--- config.mk ---
export PLATFORM = sky130hd
export DESIGN_NAME = binary_weight_int8_block_dot
export DESIGN_NICKNAME = d
export VERILOG_FILES = /design/src/sv/bwd_pkg.sv /design/src/sv/binary_weight_int8_block_dot.sv /design/src/sv/bwd_fpu.sv
export SDC_FILE = /design/constraint.sdc
export NUM_CORES = 2
export LEC_CHECK = 0
export BUFFER_PORTS_ARGS = -buffer_cell sky130_fd_sc_hd__clkbuf_2
export CORE_UTILIZATION = 50
export CTS_CLUSTER_SIZE = 10
export DETAILED_ROUTE_END_ITERATION = 7
export HOLD_SLACK_MARGIN = 0.08
export PLACE_DENSITY = 0.74
export SLEW_MARGIN = 10
export SYNTH_ARGS = -nofsm -noshare
export SYNTH_HDL_FRONTEND = slang
export SYNTH_SLANG_ARGS = --single-unit
export TNS_END_PERCENT = 30
--- constraint.sdc ---
create_clock -name clock -period 15.1 [get_ports clock]
set_clock_uncertainty 0.05 [all_clocks]
set_input_delay 1.51 -clock clock [delete_from_list [all_inputs] [get_ports clock]]
set_output_delay 1.51 -clock clock [all_outputs]
set_load 0.01 [all_outputs]
--- src/sv/bwd_pkg.sv ---
// shared types, constants and float unpack helpers for the block dot unit
package bwd_pkg;

   localparam int CHUNK_GROUPS         = 4;
   localparam int GROUP_LANES          = 8;
   localparam int CHUNKS_PER_BLOCK_DEF = 4;
   localparam int REQ_DATA_W           = 320;
   localparam logic [31:0] FP32_QNAN     = 32'h7fc0_0000;
   localparam logic [31:0] FP32_EXP_MASK = 32'h7f80_0000;

   typedef enum logic [1:0] {CLS_ZERO, CLS_FIN, CLS_INF, CLS_NAN} bwd_cls_type;
   typedef enum logic {OP_MUL, OP_ADD} bwd_op_type;

   // value = man * 2^(ex - 150) for finite operands
   typedef struct packed {
      bwd_cls_type cls;
      logic        sgn;
      logic [8:0]  ex;
      logic [23:0] man;
   } bwd_opnd_type;

   typedef struct packed {
      logic         start;
      bwd_op_type   op;
      bwd_opnd_type a;
      bwd_opnd_type b;
   } bwd_fpu_req_type;

   typedef struct packed {
      logic        done;
      logic [31:0] result;
   } bwd_fpu_rsp_type;

   function automatic bwd_opnd_type unpack_fp32(logic [31:0] b);
      bwd_opnd_type o;
      o.sgn = b[31];
      o.ex  = 9'd1;
      o.man = {1'b0, b[22:0]};
      if (b[30:23] == 8'hff) begin
         o.cls = (b[22:0] != 23'd0) ? CLS_NAN : CLS_INF;
      end else if (b[30:23] == 8'h00) begin
         o.cls = (b[22:0] != 23'd0) ? CLS_FIN : CLS_ZERO;
      end else begin
         o.cls = CLS_FIN;
         o.ex  = {1'b0, b[30:23]};
         o.man = {1'b1, b[22:0]};
      end
      return o;
   endfunction

   // fp16 is taken exactly; exponent rebased onto the fp32 scale
   function automatic bwd_opnd_type unpack_fp16(logic [15:0] h);
      bwd_opnd_type o;
      o.sgn = h[15];
      o.ex  = 9'd126;
      o.man = {14'd0, h[9:0]};
      if (h[14:10] == 5'h1f) begin
         o.cls = (h[9:0] != 10'd0) ? CLS_NAN : CLS_INF;
      end else if (h[14:10] == 5'h00) begin
         o.cls = (h[9:0] != 10'd0) ? CLS_FIN : CLS_ZERO;
      end else begin
         o.cls = CLS_FIN;
         o.ex  = 9'(h[14:10]) + 9'd125;
         o.man = {13'd0, 1'b1, h[9:0]};
      end
      return o;
   endfunction

   // exact integer chunk sum as an operand
   function automatic bwd_opnd_type from_int(logic signed [13:0] s);
      bwd_opnd_type o;
      logic [13:0]  mag;
      mag   = s[13] ? 14'(-s) : 14'(s);
      o.sgn = s[13];
      o.ex  = 9'd150;
      o.man = {10'd0, mag};
      o.cls = (s == 14'sd0) ? CLS_ZERO : CLS_FIN;
      return o;
   endfunction

endpackage

--- src/sv/binary_weight_int8_block_dot.sv ---
// Binary-weight by int8 block dot product: one 32-element chunk per transfer.
// The block is busy from the accepted chunk until its work is done: it first
// forms the exact integer chunk sum (eight lanes a cycle), then two fp32
// operations, four when a block closes, run one after another on the single
// shared multiply/add unit. An operation whose result is zero, infinite or nan
// is settled at its start; any other passes through start, normalize check,
// subnormal check, rounding and result handoff, with normalize or subnormal
// shift steps of eight or one bit, so the shared float unit mostly sets how
// long a chunk holds the input.
// A chunk with tlast waits in its final step only if the previous result has
// not yet been taken; a chunk is accepted while a result is still waiting.
module binary_weight_int8_block_dot #(
   parameter int CHUNKS_PER_BLOCK = bwd_pkg::CHUNKS_PER_BLOCK_DEF
) (
   input  logic                          clock,
   input  logic                          reset,
   input  logic                          req_tvalid,
   output logic                          req_tready,
   // act_bytes_0, act_bytes_1, act_bytes_2, act_bytes_3, weight_bits,
   // act_scale, weight_scale
   input  logic [bwd_pkg::REQ_DATA_W-1:0] req_tdata,
   input  logic                          req_tlast,
   output logic                          rsp_tvalid,
   input  logic                          rsp_tready,
   // dot_value
   output logic [31:0]                   rsp_tdata,
   // partial_block
   output logic                          rsp_tuser
);

   localparam int PosW = (CHUNKS_PER_BLOCK > 1) ? $clog2(CHUNKS_PER_BLOCK) : 1;
   localparam int CntW = $clog2(bwd_pkg::CHUNK_GROUPS);

   typedef enum logic [3:0] {
      S_IDLE, S_SUM, S_P_GO, S_P_WAIT, S_B_GO, S_B_WAIT,
      S_Q_GO, S_Q_WAIT, S_T_GO, S_T_WAIT, S_FIN
   } state_type;

   state_type          state_ff, state_in;
   logic [63:0]        act_ff [bwd_pkg::CHUNK_GROUPS];
   logic [63:0]        act_in [bwd_pkg::CHUNK_GROUPS];
   logic [7:0]         wb_ff  [bwd_pkg::CHUNK_GROUPS];
   logic [7:0]         wb_in  [bwd_pkg::CHUNK_GROUPS];
   logic [15:0]        ascale_ff, ascale_in;
   logic [15:0]        hws_ff, hws_in;
   logic               last_ff, last_in;
   logic [CntW-1:0]    cnt_ff, cnt_in;
   logic [PosW-1:0]    pos_ff, pos_in;
   logic signed [13:0] sum_ff, sum_in;
   logic [31:0]        block_ff, block_in;
   logic [31:0]        total_ff, total_in;
   logic [31:0]        tmp_ff, tmp_in;
   logic               ovalid_ff, ovalid_in;
   logic [31:0]        odata_ff, odata_in;
   logic               ouser_ff, ouser_in;

   bwd_pkg::bwd_fpu_req_type fpu_req;
   bwd_pkg::bwd_fpu_rsp_type fpu_rsp;

   logic               accept, full, out_free;
   logic signed [11:0] lane_acc;
   logic signed [8:0]  lane_val;

   assign accept   = req_tvalid && req_tready;
   assign full     = (pos_ff == PosW'(CHUNKS_PER_BLOCK - 1));
   assign out_free = !ovalid_ff || rsp_tready;

   // signed sum of eight lanes of the current group
   always_comb begin
      lane_acc = 12'sd0;
      lane_val = 9'sd0;
      for (int i = 0; i < bwd_pkg::GROUP_LANES; i++) begin
         lane_val = 9'(signed'(act_ff[cnt_ff][8*i +: 8]));
         lane_acc = wb_ff[cnt_ff][i] ? lane_acc + 12'(lane_val) : lane_acc - 12'(lane_val);
      end
   end

   // operand selection for the shared float unit
   always_comb begin
      fpu_req.start = 1'b0;
      fpu_req.op    = bwd_pkg::OP_MUL;
      fpu_req.a     = bwd_pkg::unpack_fp16(ascale_ff);
      fpu_req.b     = bwd_pkg::from_int(sum_ff);
      case (state_ff)
         S_P_GO: begin
            fpu_req.start = 1'b1;
         end
         S_B_GO: begin
            fpu_req.start = 1'b1;
            fpu_req.op    = bwd_pkg::OP_ADD;
            fpu_req.a     = bwd_pkg::unpack_fp32(block_ff);
            fpu_req.b     = bwd_pkg::unpack_fp32(tmp_ff);
         end
         S_Q_GO: begin
            fpu_req.start = 1'b1;
            fpu_req.a     = bwd_pkg::unpack_fp16(hws_ff);
            fpu_req.b     = bwd_pkg::unpack_fp32(block_ff);
         end
         S_T_GO: begin
            fpu_req.start = 1'b1;
            fpu_req.op    = bwd_pkg::OP_ADD;
            fpu_req.a     = bwd_pkg::unpack_fp32(total_ff);
            fpu_req.b     = bwd_pkg::unpack_fp32(tmp_ff);
         end
         default: fpu_req.start = 1'b0;
      endcase
   end

   bwd_fpu u_fpu (
      .clock (clock),
      .reset (reset),
      .req   (fpu_req),
      .rsp   (fpu_rsp)
   );

   // sequencer next state
   always_comb begin
      state_in  = state_ff;
      act_in    = act_ff;
      wb_in     = wb_ff;
      ascale_in = ascale_ff;
      hws_in    = hws_ff;
      last_in   = last_ff;
      cnt_in    = cnt_ff;
      pos_in    = pos_ff;
      sum_in    = sum_ff;
      block_in  = block_ff;
      total_in  = total_ff;
      tmp_in    = tmp_ff;
      ovalid_in = ovalid_ff && !rsp_tready;
      odata_in  = odata_ff;
      ouser_in  = ouser_ff;
      case (state_ff)
         S_IDLE: begin
            if (accept) begin
               for (int g = 0; g < bwd_pkg::CHUNK_GROUPS; g++) begin
                  act_in[g] = req_tdata[64*g +: 64];
                  wb_in[g]  = req_tdata[256 + 8*g +: 8];
               end
               ascale_in = req_tdata[288 +: 16];
               if (pos_ff == PosW'(0)) begin
                  hws_in = req_tdata[304 +: 16];
               end
               last_in  = req_tlast;
               cnt_in   = CntW'(0);
               sum_in   = 14'sd0;
               state_in = S_SUM;
            end
         end
         S_SUM: begin
            sum_in = sum_ff + 14'(lane_acc);
            cnt_in = cnt_ff + CntW'(1);
            if (cnt_ff == CntW'(bwd_pkg::CHUNK_GROUPS - 1)) begin
               state_in = S_P_GO;
            end
         end
         S_P_GO: state_in = S_P_WAIT;
         S_P_WAIT: begin
            if (fpu_rsp.done) begin
               tmp_in   = fpu_rsp.result;
               state_in = S_B_GO;
            end
         end
         S_B_GO: state_in = S_B_WAIT;
         S_B_WAIT: begin
            if (fpu_rsp.done) begin
               block_in = fpu_rsp.result;
               state_in = (full || last_ff) ? S_Q_GO : S_FIN;
            end
         end
         S_Q_GO: state_in = S_Q_WAIT;
         S_Q_WAIT: begin
            if (fpu_rsp.done) begin
               tmp_in   = fpu_rsp.result;
               state_in = S_T_GO;
            end
         end
         S_T_GO: state_in = S_T_WAIT;
         S_T_WAIT: begin
            if (fpu_rsp.done) begin
               total_in = fpu_rsp.result;
               block_in = 32'd0;
               state_in = S_FIN;
            end
         end
         S_FIN: begin
            if (!last_ff) begin
               pos_in   = full ? PosW'(0) : pos_ff + PosW'(1);
               state_in = S_IDLE;
            end else if (out_free) begin
               // emit the dot product and clear the running state
               ovalid_in = 1'b1;
               if ((total_ff & bwd_pkg::FP32_EXP_MASK) == bwd_pkg::FP32_EXP_MASK &&
                   total_ff[22:0] != 23'd0) begin
                  odata_in = bwd_pkg::FP32_QNAN;
               end else begin
                  odata_in = total_ff;
               end
               ouser_in = !full;
               pos_in   = PosW'(0);
               hws_in   = 16'd0;
               block_in = 32'd0;
               total_in = 32'd0;
               state_in = S_IDLE;
            end
         end
         default: state_in = S_IDLE;
      endcase
   end

   // state and registered outputs
   always_ff @(posedge clock) begin
      if (reset) begin
         state_ff  <= S_IDLE;
         pos_ff    <= PosW'(0);
         hws_ff    <= 16'd0;
         block_ff  <= 32'd0;
         total_ff  <= 32'd0;
         ovalid_ff <= 1'b0;
      end else begin
         state_ff  <= state_in;
         pos_ff    <= pos_in;
         hws_ff    <= hws_in;
         block_ff  <= block_in;
         total_ff  <= total_in;
         ovalid_ff <= ovalid_in;
         act_ff    <= act_in;
         wb_ff     <= wb_in;
         ascale_ff <= ascale_in;
         last_ff   <= last_in;
         cnt_ff    <= cnt_in;
         sum_ff    <= sum_in;
         tmp_ff    <= tmp_in;
         odata_ff  <= odata_in;
         ouser_ff  <= ouser_in;
      end
   end

   assign req_tready = (state_ff == S_IDLE);
   assign rsp_tvalid = ovalid_ff;
   assign rsp_tdata  = odata_ff;
   assign rsp_tuser  = ouser_ff;

endmodule

--- src/sv/bwd_fpu.sv ---
// shared multi-cycle fp32 multiply / add unit with round to nearest even
module bwd_fpu (
   input  logic                     clock,
   input  logic                     reset,
   input  bwd_pkg::bwd_fpu_req_type req,
   output bwd_pkg::bwd_fpu_rsp_type rsp
);

   typedef enum logic [1:0] {F_IDLE, F_NORM, F_DENORM, F_ROUND} fstate_type;

   fstate_type         state_ff, state_in;
   logic [47:0]        w_ff, w_in;
   logic signed [11:0] be_ff, be_in;
   logic               sgn_ff, sgn_in;
   logic               stk_ff, stk_in;
   logic               done_ff, done_in;
   logic [31:0]        res_ff, res_in;

   // start-cycle operand preparation
   logic               is_nan, is_inf, inf_sgn, zero_sgn, op_sgn;
   logic [47:0]        w_start;
   logic signed [11:0] be_start;
   bwd_pkg::bwd_opnd_type big, lit;
   logic [8:0]         shamt;
   logic [47:0]        b48, b_shift;
   logic               b_stk;

   always_comb begin
      big      = req.a;
      lit      = req.b;
      shamt    = 9'd0;
      b48      = 48'd0;
      b_shift  = 48'd0;
      b_stk    = 1'b0;
      is_nan   = 1'b0;
      is_inf   = 1'b0;
      inf_sgn  = 1'b0;
      zero_sgn = 1'b0;
      op_sgn   = 1'b0;
      w_start  = 48'd0;
      be_start = 12'sd0;
      if (req.op == bwd_pkg::OP_MUL) begin
         is_nan = (req.a.cls == bwd_pkg::CLS_NAN) || (req.b.cls == bwd_pkg::CLS_NAN) ||
                  (req.a.cls == bwd_pkg::CLS_INF && req.b.cls == bwd_pkg::CLS_ZERO) ||
                  (req.a.cls == bwd_pkg::CLS_ZERO && req.b.cls == bwd_pkg::CLS_INF);
         is_inf   = (req.a.cls == bwd_pkg::CLS_INF) || (req.b.cls == bwd_pkg::CLS_INF);
         inf_sgn  = req.a.sgn ^ req.b.sgn;
         zero_sgn = req.a.sgn ^ req.b.sgn;
         op_sgn   = req.a.sgn ^ req.b.sgn;
         w_start  = req.a.man * req.b.man;
         be_start = 12'(req.a.ex) + 12'(req.b.ex) - 12'sd126;
      end else begin
         is_nan = (req.a.cls == bwd_pkg::CLS_NAN) || (req.b.cls == bwd_pkg::CLS_NAN) ||
                  (req.a.cls == bwd_pkg::CLS_INF && req.b.cls == bwd_pkg::CLS_INF &&
                   req.a.sgn != req.b.sgn);
         is_inf   = (req.a.cls == bwd_pkg::CLS_INF) || (req.b.cls == bwd_pkg::CLS_INF);
         inf_sgn  = (req.a.cls == bwd_pkg::CLS_INF) ? req.a.sgn : req.b.sgn;
         zero_sgn = req.a.sgn & req.b.sgn;
         // larger magnitude first, smaller one aligned with a jammed sticky bit
         if ({req.a.ex, req.a.man} < {req.b.ex, req.b.man}) begin
            big = req.b;
            lit = req.a;
         end
         shamt = big.ex - lit.ex;
         b48   = {1'b0, lit.man, 23'd0};
         if (shamt >= 9'd48) begin
            b_shift = 48'd0;
            b_stk   = (lit.man != 24'd0);
         end else begin
            b_shift = b48 >> shamt;
            b_stk   = ((b_shift << shamt) != b48);
         end
         b_shift[0] = b_shift[0] | b_stk;
         op_sgn     = big.sgn;
         if (big.sgn ^ lit.sgn) begin
            w_start = {1'b0, big.man, 23'd0} - b_shift;
         end else begin
            w_start = {1'b0, big.man, 23'd0} + b_shift;
         end
         be_start = 12'(big.ex) + 12'sd1;
      end
   end

   // rounding of the normalized word
   logic [23:0]        mant, m2;
   logic               grd, sticky, rnd_up;
   logic [24:0]        rsum;
   logic signed [11:0] be2;

   always_comb begin
      mant   = w_ff[47:24];
      grd    = w_ff[23];
      sticky = (|w_ff[22:0]) | stk_ff;
      rnd_up = grd & (sticky | mant[0]);
      rsum   = 25'(mant) + 25'(rnd_up);
      if (rsum[24]) begin
         m2  = rsum[24:1];
         be2 = be_ff + 12'sd1;
      end else begin
         m2  = rsum[23:0];
         be2 = be_ff;
      end
   end

   // sequencer next state
   always_comb begin
      state_in = state_ff;
      w_in     = w_ff;
      be_in    = be_ff;
      sgn_in   = sgn_ff;
      stk_in   = stk_ff;
      done_in  = 1'b0;
      res_in   = res_ff;
      case (state_ff)
         F_IDLE: begin
            if (req.start) begin
               if (is_nan) begin
                  res_in  = bwd_pkg::FP32_QNAN;
                  done_in = 1'b1;
               end else if (is_inf) begin
                  res_in  = {inf_sgn, 8'hff, 23'd0};
                  done_in = 1'b1;
               end else if (w_start == 48'd0) begin
                  res_in  = {zero_sgn, 31'd0};
                  done_in = 1'b1;
               end else begin
                  w_in     = w_start;
                  be_in    = be_start;
                  sgn_in   = op_sgn;
                  stk_in   = 1'b0;
                  state_in = F_NORM;
               end
            end
         end
         F_NORM: begin
            // left shift until the leading one sits at the top
            if (w_ff[47]) begin
               state_in = F_DENORM;
            end else if (w_ff[47:40] == 8'd0) begin
               w_in  = w_ff << 8;
               be_in = be_ff - 12'sd8;
            end else begin
               w_in  = w_ff << 1;
               be_in = be_ff - 12'sd1;
            end
         end
         F_DENORM: begin
            // right shift into the subnormal range, collecting sticky
            if (be_ff >= 12'sd1 || w_ff == 48'd0) begin
               state_in = F_ROUND;
            end else if (be_ff <= -12'sd7) begin
               stk_in = stk_ff | (|w_ff[7:0]);
               w_in   = w_ff >> 8;
               be_in  = be_ff + 12'sd8;
            end else begin
               stk_in = stk_ff | w_ff[0];
               w_in   = w_ff >> 1;
               be_in  = be_ff + 12'sd1;
            end
         end
         F_ROUND: begin
            if (be2 >= 12'sd255) begin
               res_in = {sgn_ff, 8'hff, 23'd0};
            end else begin
               res_in = {sgn_ff, (m2[23] ? be2[7:0] : 8'd0), m2[22:0]};
            end
            done_in  = 1'b1;
            state_in = F_IDLE;
         end
         default: state_in = F_IDLE;
      endcase
   end

   // state and registered result
   always_ff @(posedge clock) begin
      if (reset) begin
         state_ff <= F_IDLE;
         done_ff  <= 1'b0;
      end else begin
         state_ff <= state_in;
         done_ff  <= done_in;
         w_ff     <= w_in;
         be_ff    <= be_in;
         sgn_ff   <= sgn_in;
         stk_ff   <= stk_in;
         res_ff   <= res_in;
      end
   end

   assign rsp.done   = done_ff;
   assign rsp.result = res_ff;

endmodule

## Yosys cells after proc, flatten, opt, wreduce, memory -nomap -nowiden

Cells that the tools add are included.
Widths: inputs -> output; s select.

- Add/subtract/negate cells: 32
- $mul: 1
- Divide/modulo/power cells: 0
- Magnitude comparators: 6
- Eq/ne operators: 46
- Shifts and indexed selects: 2
- Mux-type cells: 142
- Bitwise operators: 14
- Reduce and logical (&&, ||, !) cells: 65

Operator list:

| cell | number |
|---|---|
| $mux 32 | 18 |
| $mux 48 | 11 |
| $mux 12 | 18 |
| $pmux 72 s3 | 1 |
| $pmux 48 s3 | 1 |
| $mux 34 | 4 |
| $bmux 64 s2 | 1 |
| $mux 64 | 2 |
| $pmux 32 s2 | 2 |
| $logic_not 48->1 | 2 |
| $pmux 32 s3 | 1 |
| $add 12x8->12 | 7 |
| $sub 12x8->12 | 7 |
| $reduce_bool 23->1 | 3 |
| $mux 16 | 4 |
| $add 47x48->48 | 1 |
| $mul 24x24->48 | 1 |
| $ne 48x47->1 | 1 |
| $shl 48x9->48 | 1 |
| $shr 47x9->48 | 1 |
| $sub 47x48->48 | 1 |
| $mux 47 | 1 |
| $pmux 4 s11 | 1 |
| $mux 1 | 38 |
| other kinds (74) | 180 |

- Register bits: 570
- Latch bits: 0
- RAM bits: 0
- Bits in read-only memories: 0
- Bits of input ports: 325
- Output and inout port bits: 35
- Logic and storage cells: 337
- Memories: 0

## Logic depth before layout (Yosys ltp)

- Depth after elaboration: 24
- Depth in mapped cells: 66
- Depth with buffers taken out: 56

## Cells and area by module

From an unflattened synthesis, not the netlist that was laid out.

- Cells, all modules: 7000
- Area total of the unflattened synthesis: 63514.7 um^2

By module, submodules not included:

| module | instances | cells an instance | area each (um^2) | sequential area each (um^2) |
|---|---|---|---|---|
| bwd_fpu | 1 | 5125 | 39838.2 | 2882.8 |
| binary_weight_int8_block_dot | 1 | 1875 | 23676.5 | 13332.8 |

## Worst setup path before layout

Ideal clock, no wire load.

- Path kind: reg2reg
- From: register state_ff[0]
- To: register u_fpu.be_ff[10], enable pin
- Library setup time: 0.485 ns
- Arrival: 15.019 ns
- Required time: 14.565 ns
- Slack: -0.454 ns
- Stages on the path, launching flop included: 59
- Buffers on the path: 12
- Clock period less this slack: 15.554 ns
- Path through: dfxtp_1 > buf_2 > nor4b_2 > nor2_1 > clkbuf_1 > clkbuf_1 > clkbuf_1 > a21oi_1 > inv_1 > clkbuf_1 > ha_1 > inv_1 > a21oi_1 > nor2_1 > or4_1 > o211a_1 > nor2_2 > buf_2 > [... 23 more ...] > buf_1 > inv_1 > nor3_1 > nand4_1 > a21o_1 > o21a_1 > nand2b_1 > a2111oi_0 > nor2_1 > o21ai_1 > nand3_1 > a31oi_1 > xnor2_1 > o21ai_0 > nor4_2 > o21ai_1 > and3b_1 > a21boi_1

- Cells in the longest elaborated chain, start to end: 18
- Elaborated cells between the ends (all ways): 54
- Those cells by class: add/sub: 3; mul: 1; order compare: 2; eq/ne: 14; shift: 2; mux: 14; bitwise: 2; reduce/logical: 16

RTL lines:

| element | line | RTL |
|---|---|---|
| from (decl) | binary_weight_int8_block_dot.sv:39 | `state_type state_ff, state_in;` |
| from (signal assigned) | binary_weight_int8_block_dot.sv:221 | `state_ff <= state_in;` |
| $eq 4x4->1 (tied with other cells) | binary_weight_int8_block_dot.sv:84 | `case (state_ff)` |
| $pmux 72 s3 | binary_weight_int8_block_dot.sv:84 |  |
| $lt 33x33->1 | bwd_fpu.sv:60 | `if ({req.a.ex, req.a.man} < {req.b.ex, req.b.man}) begin` |
| $mux 34 | bwd_fpu.sv:60 |  |
| $mux 34 | bwd_fpu.sv:42 | `if (req.op == bwd_pkg::OP_MUL) begin` |
| $sub 9x9->9 | bwd_fpu.sv:64 | `shamt = big.ex - lit.ex;` |
| $shr 47x9->48 | bwd_fpu.sv:70 | `b_shift = b48 >> shamt;` |
| $shl 48x9->48 | bwd_fpu.sv:71 | `b_stk = ((b_shift << shamt) != b48);` |
| [... 2 more ...] | - |  |
| $mux 1 | bwd_fpu.sv:42 |  |
| $or 1x1->1 | bwd_fpu.sv:73 | `b_shift[0] = b_shift[0] \| b_stk;` |
| $add 47x48->48 / $sub 47x48->48 (equally long branches) | bwd_fpu.sv:78, bwd_fpu.sv:76 |  |
| $mux 48 | bwd_fpu.sv:75 | `if (big.sgn ^ lit.sgn) begin` |
| $mux 48 | bwd_fpu.sv:42 |  |
| $logic_not 48->1 | bwd_fpu.sv:123 | `end else if (w_start == 48'd0) begin` |
| $ne 2x2->1 (no line) | - |  |
| $reduce_and 8->1 (no line) (*) | - |  |
| to (signal assigned) | bwd_fpu.sv:183 | `be_ff <= be_in;` |
| to (decl) | bwd_fpu.sv:13 | `logic signed [11:0] be_ff, be_in;` |

Mark *: on every way between the ends. The rest lies on a longest branch, timed or not. The select of a mux whose other input is x is not followed.
A chain may end at the register's enable or synchronous reset.

## Worst setup path after layout

- From: register sum_ff[2]
- To: register u_fpu.res_ff[15], enable pin

- Cells in the longest elaborated chain, start to end: 19
- Elaborated cells between the ends (all ways): 43
- Those cells by class: add/sub: 4; mul: 1; order compare: 2; eq/ne: 4; shift: 2; mux: 14; bitwise: 2; reduce/logical: 14

RTL lines:

| element | line | RTL |
|---|---|---|
| from (decl) | binary_weight_int8_block_dot.sv:49 | `logic signed [13:0] sum_ff, sum_in;` |
| from (signal assigned) | binary_weight_int8_block_dot.sv:232 | `sum_ff <= sum_in;` |
| $neg 14->14 | bwd_pkg.sv:73 | `mag = s[13] ? 14'(-s) : 14'(s);` |
| $mux 14 | bwd_pkg.sv:73 |  |
| $pmux 72 s3 (*) | binary_weight_int8_block_dot.sv:84 |  |
| $lt 33x33->1 | bwd_fpu.sv:60 |  |
| $mux 34 | bwd_fpu.sv:60 |  |
| $mux 34 | bwd_fpu.sv:42 |  |
| $sub 9x9->9 | bwd_fpu.sv:64 |  |
| $shr 47x9->48 | bwd_fpu.sv:70 |  |
| [... 3 more ...] | - |  |
| $mux 1 | bwd_fpu.sv:42 |  |
| $or 1x1->1 | bwd_fpu.sv:73 |  |
| $add 47x48->48 / $sub 47x48->48 (equally long branches) | bwd_fpu.sv:78, bwd_fpu.sv:76 |  |
| $mux 48 | bwd_fpu.sv:75 |  |
| $mux 48 | bwd_fpu.sv:42 |  |
| $logic_not 48->1 | bwd_fpu.sv:123 |  |
| $ne 4x1->1 (no line) (*) | - |  |
| $reduce_and 4->1 (no line) (*) | - |  |
| to (signal assigned) | bwd_fpu.sv:186 | `res_ff <= res_in;` |
| to (decl) | bwd_fpu.sv:17 | `logic [31:0] res_ff, res_in;` |

Marks and branches as above.

==> results.py <==
metrics = {
    "run_status": {
        "status": "finished, violations left",
        "failed_checks": "DRC",
    },
    "final_layout": {
        "drive_above_1_share_pct": 18.6,
        "nets": 8865,
        "multi_input_area_sq_um": 41400,
        "fillers": 10350,
        "seq_area_sq_um": 16200,
        "final_area_sq_um": 72200,
        "area_growth_pct": 17.2,
        "final_util_pct": 59.2,
    },
    "detailed_routing": {
        "wl_per_cell_microns": 32.4,
        "drc": 6,
        "drtIter0Drc": 8480,
        "routed_wl_microns": 302000,
        "first_pass_iters": 8,
        "ant_nets": 0,
        "vias": 61679,
        "vias_per_cell": 6.62,
    },
    "placement": {
        "dpl-instance-area_sq_um": 69900,
        "port_buffers": 359,
        "routabilityCongestion": 1.09,
        "post-dp-hpwl_microns": 238000,
    },
    "critical_path": {
        "path_class": "reg -> reg",
        "worstReg2RegStart": "sum_ff[2]",
        "worstPathArrival_ps": 14870,
        "rr_worst_depth": 58,
        "start_kind": "register",
        "critPathLaunch": "sum_ff[2]",
        "path_buf_inv": 14,
        "path_delay_family": "simple AND/OR/NAND/NOR gates",
        "cp_max_fo": 32,
        "path_depth": 58,
        "critPathMaxStageDelay_ps": 640,
        "crit_slowest_cell": "or4_1",
        "crit_top_cell": "buf_4",
        "worstPathRequired_ps": 15370,
        "worst_setup_path_end_kind": "register",
    },
    "sta": {
        "tightest_slew_ps": 1340,
        "fin_tns_setup_ps": 0,
        "setup_viol": 0,
        "finalHoldWorstSlack_ps": 418,
        "max_freq_ghz": 0.0685,
        "drv_slew": 0,
        "max-slew-margin-rel_pct": 9.85,
        "finalCritPeriodShare_pct": 96.7,
        "hold_viol": 0,
        "fin_crit_ps": 14600,
    },
    "global_routing": {
        "grt_remaining_overflow": 0,
        "grt_usage_pct": 47.1,
        "antenna_found_initial": 33,
        "grt_pass1_vias": 60740,
        "grt_max_degree": 191,
        "grt_first_pass_wirelength_microns": 424000,
    },
    "floorplan": {
        "chipWidth_microns": 353,
        "initial_utilization_pct": 50.5,
        "core_sq_um": 122000,
        "num_rows": 128,
        "dieArea_sq_um": 125000,
        "io_pins": 360,
        "die_h_microns": 353,
    },
    "clock_tree": {
        "h-tree-depth": 3,
        "root_buffer": "clkbuf_16",
        "insertion_delay_ps": 680,
        "clkTransAtPathRegs_ps": 60,
        "cts_buffers": 68,
        "cts_buffer_depth": 3,
        "clock-sinks": 570,
        "cts_tree": "yes",
        "hold_buffers": 0,
    },
    "yosys": {
        "synth_warnings": 0,
        "syn_area_per_cell_sq_um": 8.96,
        "syn_area_sq_um": 61600,
        "synth_ff_type": "edfxtp_1",
        "ys_seq_elements": 570,
        "seq_area_frac_synth_pct": 26.3,
        "synth.distinct_cells": 105,
        "synth_edf_count": 480,
        "synth.area.top_cells": "edfxtp_1, fa_1, ha_1",
        "synth_nets": 8103,
        "yosysTopAreaCell": "edfxtp_1",
        "async_reset_ff_share_pct": 0,
        "synth_top_area_share_pct": 23.4,
        "synthCells": 6879,
    },
    "min_path": {
        "hold_depth": 2,
        "hp-start": "block_ff[31]",
        "hold_path.class": "reg -> reg",
    },
    "flow_run": {
        "maxCapViolCount": 0,
    },
}
## worst reg2reg max path: cells and delay by family, from the launching register on
family	cells	cell delay, ps
AND/OR/NAND/NOR	22	6250
AO/OA/AOI/OAI	18	3760
buffers and inverters	14	2640
adder cells (fa/ha/maj)	2	550
flip-flops	1	500
XOR/XNOR	2	490
## per-stage QoR
step	cells	worst slack (ps)
6_report	9324	496
5_1_grt	9318	-38.1
4_1_cts	9306	49.9
3_5_place_dp	9191	81.5
3_3_place_gp	9191	220
2_1_floorplan	6879	-454
## kinds of logic (layout without fill, tap and decap cells)
logic type / Yosys count / in the layout / synth area share (%)
buf+inv: 1140 / 1946 / 7.02
simple gates: 2188 / 2189 / 16.1
xor+xnor: 294 / 294 / 4.20
mux: 214 / 214 / 5.55
compound gates: 1574 / 1574 / 16.6
fa+ha+maj: 899 / 899 / 24.3
other cells: 0 / 13 / 0
flops: 570 / 570 / 26.3
## layer usage
metal / up-vias / track usage [%] / share of wire, %
met5: - / 0 / 0.045
met4: 22 / 27.1 / 7.3
met3: 1133 / 16.3 / 14
met2: 4939 / 69.9 / 42
met1: 29987 / 59.7 / 37
li1: 25598 / - / -
## path summary, 6_finish.rpt
path	end	slack (ps)
worst max-delay path	u_fpu.res_ff[15]	500
worst min register to register	block_ff[31]	420
worst min-delay path	block_ff[31]	420
worst max register to register	u_fpu.res_ff[15]	500
## registers in the layout (all words and copies together) (netlist names), 2 cells and up
register,cells
u_fpu.be_ff,12
wb_ff,32
u_fpu.w_ff,48
sum_ff,14
ascale_ff,16
tmp_ff,32
cnt_ff,2
u_fpu.res_ff,32
pos_ff,2
rsp_tdata,32
state_ff,4
total_ff,32
block_ff,32
hws_ff,16
u_fpu.state_ff,2
act_ff,256
## synth_stat cells, types with 15 or more instances
master,count
clkinv_1,15
fa_1,492
o31ai_1,41
nor2_1,581
a22oi_1,55
xor2_1,108
mux4_2,98
a31oi_1,48
o211ai_1,52
buf_1,47
dfxtp_1,90
nor4_1,74
or3_1,35
nand3_1,193
a221oi_1,35
and3_1,42
clkbuf_1,327
nand2b_1,34
ha_1,407
o22ai_1,31
buf_2,29
nor3_1,118
nor2b_1,38
mux2i_1,77
a211oi_1,60
o21ai_0,224
a22o_1,20
a21oi_1,557
inv_1,720
nand4_1,55
nand2_1,855
mux2_2,38
o21bai_1,89
or2_2,21
a21o_1,64
a2111oi_0,17
and2_1,59
xnor2_1,185
o21ai_1,24
edfxtp_1,480
o21a_1,35
## what timing repair did
action | CTS | global route
setup buffers | 0 | 4
endpoints found under the setup margin | 31 | 97
pin swaps | 0 | 4
cloned | 0 | 1
gates resized for setup | 3 | 26
## layout by cell type, fill, tap and decap left out, types with 73 or more instances in the layout
cell / instances
a21oi_1: 552
fa_1: 492
dfxtp_1: 88
nor2_1: 575
inv_1: 719
ha_1: 403
nor3_1: 113
nand3_1: 193
nand2_1: 852
xnor2_1: 181
o21bai_1: 89
xor2_1: 107
buf_4: 712
clkbuf_2: 358
mux2i_1: 75
o21ai_0: 221
nor4_1: 73
mux4_2: 98
edfxtp_1: 480
## cell type report
type	count	share of cell area [%]
multi-input combinational	5170	57.4
sequential	570	22.5
timing repair buffer	1096	10.6
inverter	735	3.82
tap	1625	2.82
clock buffer	106	2.61
clock inverter	9	0.293
antenna	13	0.0451
Power is left out: the tool's default activity adds up to more than one toggle a clock period on the data nets, which glitch-free logic cannot reach.
